--- src/sv/aea_pkg.sv ---
// Shared types, widths and register codes of the array element address unit.
package aea_pkg;

  localparam int unsigned NUM_INDEX_FIELDS = 4;
  localparam int unsigned FIELD_W = 16;
  localparam int unsigned ADDR_W = 32;
  localparam int unsigned BASE_W = 31;
  localparam int unsigned ESIZE_W = 16;
  localparam int unsigned NDIMS_W = 3;
  localparam int unsigned CFG_IDX_W = 3;
  localparam int unsigned CFG_DATA_W = 64;

  localparam int unsigned DEFAULT_MAX_DIMS = 4;
  localparam int unsigned DEFAULT_INDEX_WIDTH = 16;

  typedef enum logic [CFG_IDX_W-1:0] {
    REG_BASE_ADDRESS = 3'd0,
    REG_ELEMENT_SIZE = 3'd1,
    REG_NUM_DIMS     = 3'd2,
    REG_LOWER_BOUNDS = 3'd3,
    REG_UPPER_BOUNDS = 3'd4
  } cfg_reg_e;

  // Configuration seen by the front stage.
  typedef struct packed {
    logic [BASE_W-1:0]     base;
    logic [ESIZE_W-1:0]    esize;
    logic [CFG_DATA_W-1:0] lower;
    logic [CFG_DATA_W-1:0] upper;
  } aea_cfg_t;

  // One word in flight between pipeline stages.
  typedef struct packed {
    logic [ADDR_W-1:0]                        addr;
    logic [ADDR_W-1:0]                        stride;
    logic [NUM_INDEX_FIELDS-1:0][ADDR_W-1:0]  diff;
    logic [NUM_INDEX_FIELDS-1:0][ADDR_W-1:0]  ext;
  } aea_item_t;

endpackage

--- src/sv/aea_dim_stage.sv ---
// One pipeline stage that folds a single dimension into the address and stride.
module aea_dim_stage #(
  parameter int unsigned DIM = 0
) (
  input  logic                          clk_i,
  input  logic                          rst_ni,
  input  logic [aea_pkg::NDIMS_W-1:0]   dims_used_i,
  input  logic                          valid_i,
  output logic                          ready_o,
  input  aea_pkg::aea_item_t            item_i,
  output logic                          valid_o,
  input  logic                          ready_i,
  output aea_pkg::aea_item_t            item_o
);
  import aea_pkg::*;

  aea_item_t         item_d, item_q;
  logic              valid_q;
  logic [ADDR_W-1:0] addr_prod;
  logic [ADDR_W-1:0] stride_prod;

  // Both products wrap to the low 32 bits.
  assign addr_prod   = item_i.stride * item_i.diff[DIM];
  assign stride_prod = item_i.stride * item_i.ext[DIM];

  always_comb begin
    item_d = item_i;
    if (NDIMS_W'(DIM) < dims_used_i) begin
      item_d.addr   = item_i.addr + addr_prod;
      item_d.stride = stride_prod;
    end
  end

  assign ready_o = !valid_q || ready_i;

  always_ff @(posedge clk_i or negedge rst_ni) begin
    if (!rst_ni) begin
      valid_q <= 1'b0;
    end else if (ready_o) begin
      valid_q <= valid_i;
    end
  end

  always_ff @(posedge clk_i) begin
    if (valid_i && ready_o) begin
      item_q <= item_d;
    end
  end

  assign valid_o = valid_q;
  assign item_o  = item_q;

endmodule

--- config.mk ---
export PLATFORM = sky130hd
export DESIGN_NAME = aea_dim_stage
export DESIGN_NICKNAME = d
export VERILOG_FILES = /design/src/sv/aea_pkg.sv /design/src/sv/aea_dim_stage.sv
export SDC_FILE = /design/constraint.sdc
export NUM_CORES = 2
export LEC_CHECK = 0
export ABC_CLOCK_PERIOD_IN_PS = 11800
export BUFFER_PORTS_ARGS = -buffer_cell sky130_fd_sc_hd__buf_4
export CAP_MARGIN = 15
export CELL_PAD_IN_SITES_DETAIL_PLACEMENT = 0
export CELL_PAD_IN_SITES_GLOBAL_PLACEMENT = 1
export CORE_UTILIZATION = 28
export CTS_CLUSTER_SIZE = 25
export DETAILED_ROUTE_END_ITERATION = 7
export PLACE_DENSITY = 0.64
export SLEW_MARGIN = 25
export SYNTH_ARGS = -nofsm -noshare
export SYNTH_HDL_FRONTEND = slang
export SYNTH_SLANG_ARGS = --single-unit
--- constraint.sdc ---
create_clock -name clk_i -period 11.8 [get_ports clk_i]
set_input_delay 2.36 -clock clk_i [delete_from_list [all_inputs] [get_ports clk_i]]
set_output_delay 2.36 -clock clk_i [all_outputs]
set_load 0.05 [all_outputs]
==> results_dict.tcl <==
set metrics [dict create \
    status "complete, no violations" \
    arrival_time_reported_for_the_critical_path_endpoint_ns 9.89 \
    finalClockSkew_ns 0.04229 \
    holdBufCountCts 0 \
    synthDominantCellAreaShare_pct 39.47 \
    synth_seq_cells 321 \
    synth_top_area_cell "fa_1" \
    finalNetCount 6037 \
    drive_gt1_share_pct 15.75 \
    cts_made_buffers 41 \
    synth.top_cells.by_area "fa_1 (39%), edfxtp_1 (22%), and2_1 (8.8%)" \
    multi_input_comb_area_mm2 0.02917 \
    fin_area_mm2 0.05096 \
    antenna_found_initial 15 \
    cpPeakStageDelay_ns 0.63 \
    fillers 15740 \
    synthTopCellsByCount "inv_1 (884), fa_1 (846), and2_1 (604)" \
    drt_iter0_markers 1715 \
    worst_r2r_endpoint "item_o[269]$_DFFE_PP_" \
    syn_inst_count 4128 \
    numPortBuffers 648 \
    critical_path_class "in -> reg" \
    clk_latency_ns 0.64 \
    post_layout_nonfiller_instances 6685 \
    setup_tns_ns 0 \
    dr_total_vias 30570 \
    start_util_pct 28.22 \
    buffers_from_clock_root_to_sink_at_most 3 \
    synth_edf_count 320 \
    min-delay-path-class "reg -> reg" \
    number_of_nets_in_the_synthesized_netlist 5548 \
    tritoncts "built" \
    finalWeightedCongestion 0.8704 \
    chipHeight_um 393.5 \
    timing.critical_path.cells "buf_4 > and2_1 > fa_1 > fa_1 > inv_1 > fa_1 > inv_1 > fa_1 > fa_1 > fa_1 > fa_1 > inv_1 > fa_1 > inv_1 > ha_1 > and3_4 > nand4_4 > or4_4 > a41o_1 > a21oi_2 > xnor2_1 > a21oi_1" \
    critPathRequiredTime_ns 12.21 \
    drt_wl_total_um 156100 \
    post_cts_resize_count 0 \
    post-route-period-util_pct 80.38 \
    synth.yosys.seq_area_share_pct 22.45 \
    crit_slowest_cell "buf_4" \
    worstPathBufferInverterCount 5 \
    num_rows 143 \
    reg2reg_slack_ns 8.79 \
    root_buffer "clkbuf_16" \
    antenna_violating_nets_post_route 0 \
    drtPass1Iterations 5 \
    area_overhead_vs_synth_pct 18.75 \
    grt.overflow.total 0 \
    setup_repair_after_global_routing_missed_its_margin "false" \
    max_freq_ghz 0.1054 \
    critPathLaunchType "primary input" \
    placed_cells 6604 \
    detail_route.vias_per_cell 4.573 \
    critPathCaptureType "flip-flop" \
    chipWidth_um 393.5 \
    clk_pin_slew_ns 0.05 \
    synth-async-reset-ratio_pct 0.3115 \
    syn-cell-area_mm2 0.04291 \
    hold_path.startpoint "valid_o$_DFFE_PN0N_" \
    post_synth_num_cell_types 64 \
    grt_first_pass_wirelength_um 232200 \
    yosys_warnings 0 \
    grt_start_max_net_pins 154 \
    core_region_area_mm2 0.1521 \
    finalHoldViolations 0 \
    worst_slew_margin_rel_pct 33.11 \
    tightestPinTransition_ns 1.003 \
    post_cts.repair.setup_buffers 0 \
    global_route.usage.total_pct 20.45 \
    reg_to_reg_critical_path_startpoint "valid_o$_DFFE_PN0N_" \
    detailed_place_hpwl_um 119100 \
    route.detailed.drc 0 \
    clock_tree.htree_level_count 2 \
    ys_dominant_reg_cell "edfxtp_1" \
    detail_route.wl_per_cell_um 23.35 \
    layout.area.seq_mm2 0.009634 \
    count_of_endpoints_failing_setup_in_the_final_report 0 \
    fin_crit_ns 9.485 \
    timing.hold.worst_path_depth 2 \
    io_pins 649 \
    synth.most_common_cell "inv_1" \
    critical_path.most_common_cell "fa_1" \
    worst_hold_endpoint "valid_o$_DFFE_PN0N_" \
    number_of_global_route_vias_before_repair 33780 \
    final_max_slew_viol_count 0 \
    synth.avg_cell_area_um2 10.40 \
    cp_top_family "adder cells" \
    design.die.area_mm2 0.1548 \
    critPathMaxFanout 53 \
    numClockSinks 321 \
    place_area_mm2 0.04961 \
    cap_violations 0 \
    reg2reg_depth 4 \
]
==> metrics by stage <==
| step | setup slack, ns | util, % | hold WS (ns) |
|---|---|---|---|
| 2_1_floorplan | 0.9522 | - | 1.175 |
| 3_3_place_gp | 1.695 | 32.62 | 0.5241 |
| 3_5_place_dp | 1.706 | 32.62 | 0.5649 |
| 4_1_cts | 2.353 | 33.49 | 0.5837 |
| 5_1_grt | 2.154 | 33.50 | 0.6218 |
| 6_report | 2.315 | 33.51 | 0.5818 |
==> metal layers <==
layer  GRT usage (%)  wire length, um  vias to the layer above
met2           36.54            80470                     1014
met1           25.00            61480                    16120
met5               0              105                        -
met3           3.911             9739                      164
met4           5.406             4276                       16
li1                -                -                    13260
==> how the worst max path moves through the flow <==
| stage | startpoint | end | slack (ns) | depth (start not counted) |
|---|---|---|---|---|
| 6_report | item_i[262] | item_o[319]$_DFFE_PP_ | 2.31 | 22 |
| 5_1_grt | item_i[262] | item_o[319]$_DFFE_PP_ | 2.15 | 23 |
| 4_1_cts | item_i[262] | item_o[319]$_DFFE_PP_ | 2.35 | 22 |
| 3_5_place_dp | item_i[262] | item_o[319]$_DFFE_PP_ | 1.71 | 22 |
| 3_3_place_gp | item_i[265] | item_o[319]$_DFFE_PP_ | 1.70 | 22 |
| 2_1_floorplan | ready_i | item_o[0]$_DFFE_PP_ | 0.95 | 2 |
==> layout by cell type, fill, tap and decap left out, drive strengths merged, types with 51 or more instances in the layout <==
cell type,netlist,layout
a21oi,75,75
nor2,51,51
and2,604,604
inv,884,886
buf,9,657
fa,846,846
edfxtp,320,320
ha,247,247
nand2,525,525
o21ai,55,55
xnor2,120,120
==> worst min-delay path, cell delays in order (launching register included) <==
cell and delay [ns]:
dfrtp_1 0.36, nand2b_1 0.10, nand2b_1 0.09
==> cells by family (layout without fill, tap and decap cells) <==
| group | Yosys count | after routing | share of synthesized area, % |
|---|---|---|---|
| AO/OA/AOI/OAI | 210 | 210 | 3.012 |
| XOR/XNOR | 162 | 162 | 3.371 |
| adder cells (fa/ha/maj) | 1093 | 1093 | 46.67 |
| buffers and inverters | 1095 | 1614 | 9.593 |
| flip-flops | 321 | 321 | 22.45 |
| multiplexers | 2 | 2 | 0.04957 |
| other | 0 | 8 | 0 |
| AND/OR/NAND/NOR | 1245 | 1245 | 14.86 |
==> area by class of cell <==
class	count	share of cell area (%)
Sequential cell	321	18.91
Tap cell	2030	4.984
Inverter	884	6.511
Clock inverter	25	0.4984
Antenna cell	8	0.03928
Multi-Input combinational cell	2712	57.25
Timing Repair Buffer	657	9.703
Clock buffer	48	2.107
==> registers in the layout, indices dropped and copies added (netlist names) <==
signal,flops
item_o,320
valid_o,1
Power is not shown: default switching activity piles up to over one toggle a cycle in this logic, so the estimate is an artifact.
