==> src/sv/aea_pkg.sv <==
// Shared types, widths and register codes of the array element address unit.
package aea_pkg;

  localparam int unsigned NUM_INDEX_FIELDS = 4;
  localparam int unsigned FIELD_W = 16;
  localparam int unsigned ADDR_W = 32;
  localparam int unsigned BASE_W = 31;
  localparam int unsigned ESIZE_W = 16;
  localparam int unsigned NDIMS_W = 3;
  localparam int unsigned CFG_IDX_W = 3;
  localparam int unsigned CFG_DATA_W = 64;

  localparam int unsigned DEFAULT_MAX_DIMS = 4;
  localparam int unsigned DEFAULT_INDEX_WIDTH = 16;

  typedef enum logic [CFG_IDX_W-1:0] {
    REG_BASE_ADDRESS = 3'd0,
    REG_ELEMENT_SIZE = 3'd1,
    REG_NUM_DIMS     = 3'd2,
    REG_LOWER_BOUNDS = 3'd3,
    REG_UPPER_BOUNDS = 3'd4
  } cfg_reg_e;

  // Configuration seen by the front stage.
  typedef struct packed {
    logic [BASE_W-1:0]     base;
    logic [ESIZE_W-1:0]    esize;
    logic [CFG_DATA_W-1:0] lower;
    logic [CFG_DATA_W-1:0] upper;
  } aea_cfg_t;

  // One word in flight between pipeline stages.
  typedef struct packed {
    logic [ADDR_W-1:0]                        addr;
    logic [ADDR_W-1:0]                        stride;
    logic [NUM_INDEX_FIELDS-1:0][ADDR_W-1:0]  diff;
    logic [NUM_INDEX_FIELDS-1:0][ADDR_W-1:0]  ext;
  } aea_item_t;

endpackage

==> src/sv/aea_prep.sv <==
// Front stage: unpacks the bounds and forms index offsets and extents per dimension.
module aea_prep #(
  parameter int unsigned INDEX_WIDTH = aea_pkg::DEFAULT_INDEX_WIDTH
) (
  input  logic                                clk_i,
  input  logic                                rst_ni,
  input  logic                                valid_i,
  output logic                                ready_o,
  input  logic signed [aea_pkg::FIELD_W-1:0]  index_first_i,
  input  logic signed [aea_pkg::FIELD_W-1:0]  index_second_i,
  input  logic signed [aea_pkg::FIELD_W-1:0]  index_third_i,
  input  logic signed [aea_pkg::FIELD_W-1:0]  index_fourth_i,
  input  aea_pkg::aea_cfg_t                   cfg_i,
  output logic                                valid_o,
  input  logic                                ready_i,
  output aea_pkg::aea_item_t                  item_o
);
  import aea_pkg::*;

  logic signed [FIELD_W-1:0] idx_in [NUM_INDEX_FIELDS];
  logic [ADDR_W-1:0]         lo_ext [NUM_INDEX_FIELDS];
  logic [ADDR_W-1:0]         hi_ext [NUM_INDEX_FIELDS];
  aea_item_t                 item_d, item_q;
  logic                      valid_q;

  assign idx_in[0] = index_first_i;
  assign idx_in[1] = index_second_i;
  assign idx_in[2] = index_third_i;
  assign idx_in[3] = index_fourth_i;

  // A bound slot that starts beyond the packed register reads as zero.
  for (genvar d = 0; d < NUM_INDEX_FIELDS; d++) begin : g_bound
    localparam int unsigned SH = d * INDEX_WIDTH;
    if (SH < CFG_DATA_W) begin : g_in
      logic [CFG_DATA_W-1:0] lo_sh, hi_sh;
      assign lo_sh = cfg_i.lower >> SH;
      assign hi_sh = cfg_i.upper >> SH;
      assign lo_ext[d] = ADDR_W'($signed(lo_sh[INDEX_WIDTH-1:0]));
      assign hi_ext[d] = ADDR_W'($signed(hi_sh[INDEX_WIDTH-1:0]));
    end else begin : g_out
      assign lo_ext[d] = '0;
      assign hi_ext[d] = '0;
    end
  end

  always_comb begin
    item_d.addr   = ADDR_W'(cfg_i.base);
    item_d.stride = ADDR_W'(cfg_i.esize);
    for (int d = 0; d < NUM_INDEX_FIELDS; d++) begin
      item_d.diff[d] = ADDR_W'(idx_in[d]) - lo_ext[d];
      item_d.ext[d]  = hi_ext[d] - lo_ext[d] + ADDR_W'(1);
    end
  end

  assign ready_o = !valid_q || ready_i;

  always_ff @(posedge clk_i or negedge rst_ni) begin
    if (!rst_ni) begin
      valid_q <= 1'b0;
    end else if (ready_o) begin
      valid_q <= valid_i;
    end
  end

  always_ff @(posedge clk_i) begin
    if (valid_i && ready_o) begin
      item_q <= item_d;
    end
  end

  assign valid_o = valid_q;
  assign item_o  = item_q;

endmodule

==> config.mk <==
export PLATFORM = sky130hd
export DESIGN_NAME = aea_prep
export DESIGN_NICKNAME = d
export VERILOG_FILES = /design/src/sv/aea_pkg.sv /design/src/sv/aea_prep.sv
export SDC_FILE = /design/constraint.sdc
export NUM_CORES = 1
export LEC_CHECK = 0
export BUFFER_PORTS_ARGS = -buffer_cell sky130_fd_sc_hd__buf_2
export CELL_PAD_IN_SITES_DETAIL_PLACEMENT = 0
export CELL_PAD_IN_SITES_GLOBAL_PLACEMENT = 1
export CORE_MARGIN = 10
export CORE_UTILIZATION = 30
export CTS_CLUSTER_DIAMETER = 40
export DETAILED_ROUTE_END_ITERATION = 8
export GPL_ROUTABILITY_DRIVEN = 1
export GPL_TIMING_DRIVEN = 0
export PLACE_DENSITY = 0.67
export SETUP_SLACK_MARGIN = 0.2
export SYNTH_ARGS = -nofsm -noshare
export SYNTH_HDL_FRONTEND = slang
export SYNTH_SLANG_ARGS = --single-unit
==> constraint.sdc <==
create_clock -name clk_i -period 5.5 [get_ports clk_i]
set_input_delay 0.275 -clock clk_i [delete_from_list [all_inputs] [get_ports clk_i]]
set_output_delay 0.275 -clock clk_i [all_outputs]
set_load 0.05 [all_outputs]
==> qor.yml, run 1 <==
ant_nets: 0
drv_cap: 0
start_util: 0.304
ir_drop_mv: 0.189
nets: 2329
numPortBuffers: 547
netlist_area_um2: 13500
rows: 77
start_kind: "primary input"
cts_buffers: 17
min_path_type: "in2reg"
grt_setup_unrepaired: "no"
setup_viol: 0
htree_levels: 4
synth_edf_count: 187
min_period_ns: 2.78
cts_root_buffer: "clkbuf_16"
end_kind: "flip-flop"
period_share: 0.505
avgSynthCellArea_um2: 10.8
dr.pass1.iters: 5
slew_viol_final: 0
io_pins: 565
setup_ws_ns: 2.72
max_slew.worst_pin.slew_ns: 0.660
place.gp.congestion: 0.839
insertion_delay_ns: 0.48
fp.dieArea_um2: 53900
hold_violations: 0
area_growth_pct: 35.2
ys_ff_latch: 188
drc_errors: 0
clock_path_buffers: 2
cts_sinks: 188
place_ws_ns: 2.20
crit_type: "in2reg"
avgViaCountPerCell: 4.50
fp.dieH_um: 232
r2r_setup_slack_ns: 3.57
ys_async_sr_fraction: 0.00532
final.setup_skew_ns: 0.0110
die_x_um: 232
coreArea_um2: 44300
drtIter0Drc: 564
drt_wl_total_um: 45300
setup_tns_ns: 0
vias: 11260
drive_gt1_frac: 0.381
crit_fanout: 3
post-dp-hpwl_um: 38200
yosysWarningCount: 0
grt_max_degree: 66
slew_headroom: 0.556
avgRoutedWirePerCell_um: 18.1
grt_usage: 0.163
grt_overflow: 0
syn_inst: 1252
synthFlopType: "edfxtp_1"
crit_arrival_ns: 3.02
grt_pass1_vias: 11238
p_leak_uw: 0.00881
cp_data_required_time_ns: 5.74
clk_transition_reported_paths_ns: 0.08
synth-seq-area-share: 0.418
antenna_found_initial: 21
grt_pass1_wl_um: 66600
max_freq_mhz: 360
cts_tree: "done"
synth_cell_types: 68
power.density_nw_per_um2: 296
post_cts_resized: 0
status: "complete, no violations"
power by group:
group          total (uW)  switching [uW]  internal (uW)
registers            1850            55.5           1790
clock network        1350             628            725
logic                2210            1490            718
total                5400            2170           3230
final timing paths:
| check | startpoint | endpoint | cells past startpoint |
|---|---|---|---|
| setup / recovery | cfg_i[81] | item_o[47] | 11 |
| hold / removal | cfg_i[48] | item_o[96] | 2 |
| setup reg to reg | valid_o | item_o[67] | 4 |
| hold reg to reg | valid_o | valid_o | 2 |
| max in group asynchronous | rst_ni | valid_o | 2 |
| min in group asynchronous | rst_ni | valid_o | 2 |
synth_stat cells, types with 6 or more instances:
master      n  area (um^2)
xor2_1     24          210
o31a_1     10         87.6
a31oi_1    12         75.1
o211ai_1    6         45.0
nand2_1    50          188
o21ai_0    58          290
nor3_1     16         80.1
nand3_1    14         70.1
a211oi_1   26          195
nand2b_1   13         81.3
a21o_1     27          203
o21a_1     28          210
ha_1      192         2400
fa_1        8          160
nor2_1     78          293
inv_1     116          435
a21oi_1    77          385
edfxtp_1  187         5620
buf_4     133          998
nor2b_1    17          106
xnor2_1    62          543
o21bai_1   13         97.6
routing by layer:
layer  share of wire  wire [um]  vias up  track usage
li1                -          -     5712            -
met1            0.38      17400     5095        0.174
met2            0.50      22600      385        0.281
met3            0.10       4570       48       0.0792
met4           0.015        677       20       0.0500
met5          0.0030        138        -            0
cell families (layout without fill, tap and decap cells):
group / count (synthesis) / count (layout) / share of synthesized area
mux: 5 / 5 / 0.00371
buf+inv: 251 / 882 / 0.107
compound gates: 309 / 309 / 0.152
simple gates: 212 / 212 / 0.0731
fa+ha+maj: 200 / 200 / 0.190
flops: 188 / 188 / 0.418
other cells: 1 / 28 / 0.000278
xor+xnor: 86 / 86 / 0.0558
sequential cells by signal (all words and copies together), names as in the netlist:
register,flops
item_o,187
valid_o,1
what timing repair did:
item	in CTS	in global routing
setup buffers	0	0
hold endpoints to repair	49	0
hold buffers	49	0
area by class of cell:
type / count / area (um^2)
Clock buffer: 17 / 425
Clock inverter: 15 / 184
Multi-Input combinational cell: 829 / 6470
Timing Repair Buffer: 599 / 3310
Sequential cell: 188 / 5640
Buffer: 135 / 1010
Fill cell: 4408 / 26100
Inverter: 116 / 435
Tap cell: 592 / 741
Antenna cell: 11 / 27.5
placed cells by master (no fill, tap or decap), drive strengths merged, types with 27 or more instances in the layout:
cell type and count:
a21o 27, o21a 28, nand2 50, buf 683
o21ai 62, ha 192, xnor2 62, inv 124
edfxtp 187, nor2 78, dlygate4sd3 49, a21oi 77
critical path, stage by stage:
cell and delay [ns]:
buf_2 0.13, ha_1 0.27, inv_1 0.04, ha_1 0.22, fa_1 0.48, a211oi_1 0.28
o21bai_1 0.16, o22a_1 0.28, a31o_1 0.27, or4b_1 0.48, o2111a_1 0.15
metrics by stage:
stage | hold WS [ns] | util | total power, uW | std cells | instance area (um^2)
after global placement | 0.0594 | 0.384 | 4050 | 2407 | 17000
final | 0.0837 | 0.412 | 5400 | 2502 | 18200
after CTS | 0.0239 | 0.411 | 5500 | 2491 | 18200
after global routing | 0.0488 | 0.411 | 5720 | 2495 | 18200
after floorplan | -0.0206 | - | 3530 | 1268 | 13600
after detailed placement | 0.0607 | 0.386 | 4070 | 2410 | 17100
Power figures use the tool's default switching activity.
==> run 2, diff against run 1 <==
clock period = 2.25 ns   (was 5.5 ns; I/O delays follow)
==> qor.yml, run 2 (synthesized netlist as in run 1, its figures left out) <==
status: "complete, no violations"
fp.dieH_um: 232
rows: 77
fp.dieArea_um2: 53900
dr.pass1.iters: 6
cts_tree: "done"
max_freq_mhz: 471
min_path_type: "in2reg"
hold_violations: 0
post-dp-hpwl_um: 37900
met1_usage: 0.173
worstPathCellList: "buf_8 > inv_8 > ha_4 > inv_2 > ha_4 > fa_2 > a211oi_2 > o21bai_1 > o22a_1 > a31o_1 > or4b_1 > o2111a_1"
numPortBuffers: 547
drc_errors: 0
setup_viol: 0
power.density_nw_per_um2: 703
ant_nets: 0
largest_reg_flops: 187
cp_top_family: "compound AO/OA/AOI/OAI gates"
worst-path-buf-inv: 3
drive_gt1_frac: 0.404
layout_commonest_cell: "buf_2"
insertion_delay_ns: 0.50
cts_root_buffer: "clkbuf_16"
avgViaCountPerCell: 4.52
clk_transition_reported_paths_ns: 0.08
drtIter0Drc: 377
slew_headroom: 0.591
drv_cap: 0
avgRoutedWirePerCell_um: 17.9
antenna_found_initial: 16
min_period_ns: 2.12
grt_overflow: 0
start_util: 0.304
grt_setup_unrepaired: "yes"
crit_type: "in2reg"
whs_ns: 0.0565
final.setup_skew_ns: 0.0168
nets: 2353
place.gp.congestion: 0.817
io_pins: 565
period_share: 0.944
max_slew.worst_pin.slew_ns: 0.614
end_kind: "flip-flop"
htree_levels: 4
final_cell_mix: "buf_2 (543), edfxtp_1 (187), ha_1 (183), buf_4 (147), inv_1 (108)"
grt_busiest_layer: "met2"
num-fill-cells: 4399
cts_sinks: 188
clock_path_buffers: 2
slew_viol_final: 0
grt_use_met3: 0.0726
coreArea_um2: 44300
vias: 11417
grt_pass1_wl_um: 67500
critical_path.max_stage_delay_ns: 0.47
cpMostUsedCell: "ha_4"
grt_pass1_vias: 11609
final_util: 0.422
use_met2: 0.288
crit_arrival_ns: 2.38
crit_fanout: 2
p_leak_uw: 0.00894
die_x_um: 232
critical_path.slowest_cell: "or4b_1"
ir_drop_mv: 0.506
start_kind: "primary input"
area_growth_pct: 38.6
grt_usage: 0.164
drt_wl_total_um: 45100
cts_buffers: 17
grt_max_degree: 59
cp_data_required_time_ns: 2.50
## run 2: changes by cell type in the layout (fill, tap and decap cells not counted), sizes merged, moves of 2 or more
cell | previous run | this run
buf | 683 | 697
clkinv | 3 | 6
bufinv | 3 | 0
diode | 11 | 9
dlygate4sd3 | 49 | 59
## run 2: metal layers
| layer | vias to the layer above | part of all wire |
|---|---|---|
| met5 | - | 0.0019 |
| met4 | 16 | 0.016 |
| met3 | 45 | 0.089 |
| met2 | 320 | 0.50 |
| met1 | 5277 | 0.39 |
| li1 | 5759 | - |
## run 2: worst register-to-register path, delay by kind of cell, from the launching register on
kind	cells	cell delay [ns]
buffers and inverters	2	0.62
and+or+nand+nor	2	0.47
DFF	1	0.42
## run 2: report_power, final
| part | internal (uW) | total (uW) | switching (uW) |
|---|---|---|---|
| clock | 1480 | 3100 | 1620 |
| combinational | 1850 | 5530 | 3680 |
| sequential | 4370 | 4500 | 130 |
## run 2: final timing paths
check	startpoint	cells past startpoint	endpoint	slack (ns)
min in group asynchronous	rst_ni	3	valid_o	0.45
max in group asynchronous	rst_ni	3	valid_o	1.69
min reg2reg	valid_o	2	item_o[309]	0.91
min	cfg_i[65]	3	item_o[129]	0.06
max reg2reg	valid_o	4	item_o[34]	0.33
max	cfg_i[17]	12	item_o[47]	0.13
## run 2: through the flow
stage | cell area [um^2] | cells | worst slack [ns] | total power [uW] | TNS [ns]
CTS | 18600 | 2507 | 0.0669 | 13300 | 0
global route | 18700 | 2520 | 0.0883 | 13900 | 0
global placement | 17300 | 2407 | -0.742 | 9960 | -139.57
finish | 18700 | 2524 | 0.126 | 13100 | 0
floorplan | 13800 | 1268 | -0.283 | 8670 | -53.23
detailed placement | 17300 | 2410 | -0.579 | 10000 | -5.08
## run 2: layout make-up
type	count	area (um^2)	share of cell area
multi-input cells	829	6700	0.358
flip-flops and latches	188	5640	0.302
repair buffers	623	3550	0.190
plain buffers	135	1010	0.0538
well taps	592	741	0.0396
inverters	116	458	0.0245
clock buffers	18	429	0.0230
clock inverters	14	153	0.00817
diodes	9	22.5	0.00120
## run 2: repair_timing
item | 4_1_cts | 5_1_grt
setup buffers | 6 | 8
hold buffers | 59 | 0
setup endpoints to repair | 2 | 9
cloned | 0 | 0
resized for setup | 6 | 10
pin swaps | 8 | 14
hold endpoints to repair | 57 | 0
==> run 3, diff against run 2 <==
CELL_PAD_IN_SITES_DETAIL_PLACEMENT = 1   (was 0)
==> qor.yml, run 3 (synthesized netlist as in run 1, its figures left out) <==
place.gp.congestion: 0.817
whs_path_depth: 3
placed_cell_area_um2: 17300
final_util: 0.422
worstPathCellList: "buf_8 > inv_8 > ha_4 > inv_2 > ha_4 > fa_2 > a211oi_2 > o21bai_1 > o22a_1 > a31o_1 > or4b_1 > o2111a_1"
setup_viol: 0
highest_layer: "met5"
drtIter0Drc: 468
status: "complete, no violations"
drt_wl_total_um: 49400
fp.dieH_um: 232
grt_max_degree: 59
p_leak_uw: 0.00894
cts_sinks: 188
worstHoldEndpoint: "item_o[165]"
period_share: 0.952
slew_viol_final: 0
dr.pass1.iters: 4
avgViaCountPerCell: 4.63
met3_length_um: 3980
wl_met2_um: 25500
crit_type: "in2reg"
ant_nets: 0
rows: 77
cts_tree: "done"
setup_tns_ns: 0
ff2ff_path_depth: 4
ir_drop_mv: 0.500
dpl.cell_count: 2410
clk_transition_reported_paths_ns: 0.08
crit_arrival_ns: 2.39
critical_path.slowest_cell: "or4b_1"
fp.dieArea_um2: 53900
largest_reg_flops: 187
start_kind: "primary input"
layout_commonest_cell: "buf_2"
min_path_type: "in2reg"
final_cells: 2525
final.setup_skew_ns: 0.0131
regToRegStartpoint: "valid_o"
place_ws_ns: -0.604
post-dp-hpwl_um: 40900
wl_met1_um: 18800
drv_cap: 0
numPortBuffers: 547
antenna_found_initial: 22
avgRoutedWirePerCell_um: 19.6
cts_root_buffer: "clkbuf_16"
critical_path.max_stage_delay_ns: 0.48
power.density_nw_per_um2: 709
nets: 2353
die_x_um: 232
num-fill-cells: 5177
min_period_ns: 2.14
crit_fanout: 2
max_slew.worst_pin.slew_ns: 0.558
design_area_um2: 18700
drc_errors: 0
coreArea_um2: 44300
grt_setup_unrepaired: "yes"
insertion_delay_ns: 0.50
io_pins: 565
vias: 11695
end_kind: "flip-flop"
slew_headroom: 0.628
grt_usage: 0.177
r2r_setup_slack_ns: 0.33
start_util: 0.304
area_growth_pct: 38.6
cpMostUsedCell: "ha_4"
grt_pass1_wl_um: 72600
grt_pass1_vias: 12337
cts_buffers: 17
setup_ws_ns: 0.108
max_freq_mhz: 467
grt_overflow: 0
cp_data_required_time_ns: 2.50
final_cell_mix: "buf_2 (544), edfxtp_1 (187), ha_1 (184), buf_4 (148), inv_1 (108)"
hold_violations: 0
reg2reg_to: "item_o[306]"
htree_levels: 4
min-delay-start: "index_second_i[5]"
drive_gt1_frac: 0.405
clock_path_buffers: 2
## run 3: cell types whose count changed in the layout (fill, tap and decap cells not counted), sizes merged
cell	previous run	this run
clkinv	6	4
diode	9	10
inv	123	125
## run 3: worst max path at each step
stage	start	endpoint	slack [ns]	depth (start not counted)
6_report	cfg_i[17]	item_o[47]	0.11	12
5_1_grt	cfg_i[17]	item_o[47]	0.08	12
2_1_floorplan	valid_o	item_o[0]	-0.28	2
3_5_place_dp	cfg_i[17]	item_o[47]	-0.60	12
4_1_cts	cfg_i[17]	item_o[47]	0.06	12
3_3_place_gp	valid_o	item_o[175]	-0.74	2
## run 3: cell type report
type                       instances  area [um^2]  share of cell area
sequential                       188         5640               0.302
buffer                           135         1010              0.0538
antenna                           10         25.0             0.00134
multi-input combinational        829         6710               0.359
tap                              592          741              0.0396
clock buffer                      18          429              0.0230
inverter                         116          458              0.0245
timing repair buffer             623         3540               0.189
clock inverter                    14          143             0.00763
## run 3: stage by stage
step / total power [uW] / hold slack, ns
floorplan: 8670 / -0.183
CTS: 13400 / 0.0431
global route: 14000 / 0.0736
detailed placement: 10100 / -0.111
global placement: 9960 / -0.112
finish: 13200 / 0.0900
## run 3: metal layers
layer / track usage / vias up
met5: 0 / -
met3: 0.0750 / 68
li1: - / 5743
met2: 0.317 / 319
met1: 0.183 / 5543
met4: 0.0574 / 22
## run 3: worst max-delay path, delay by kind of cell
kind / cells / cell delay [ns]
compound gates: 5 / 0.89
fa+ha+maj: 3 / 0.76
simple gates: 1 / 0.48
buf+inv: 3 / 0.16
## run 3: power by group
group          switching (uW)  internal [uW]
clock                    1640           1480
sequential                134           4370
combinational            3760           1860
## run 3: what timing repair did
item	4_1_cts	5_1_grt
setup buffers	8	6
gates resized for setup	6	11
pin swaps	8	11
hold buffers	59	0
endpoints found under the setup margin	2	12
endpoints found under the hold margin	57	0
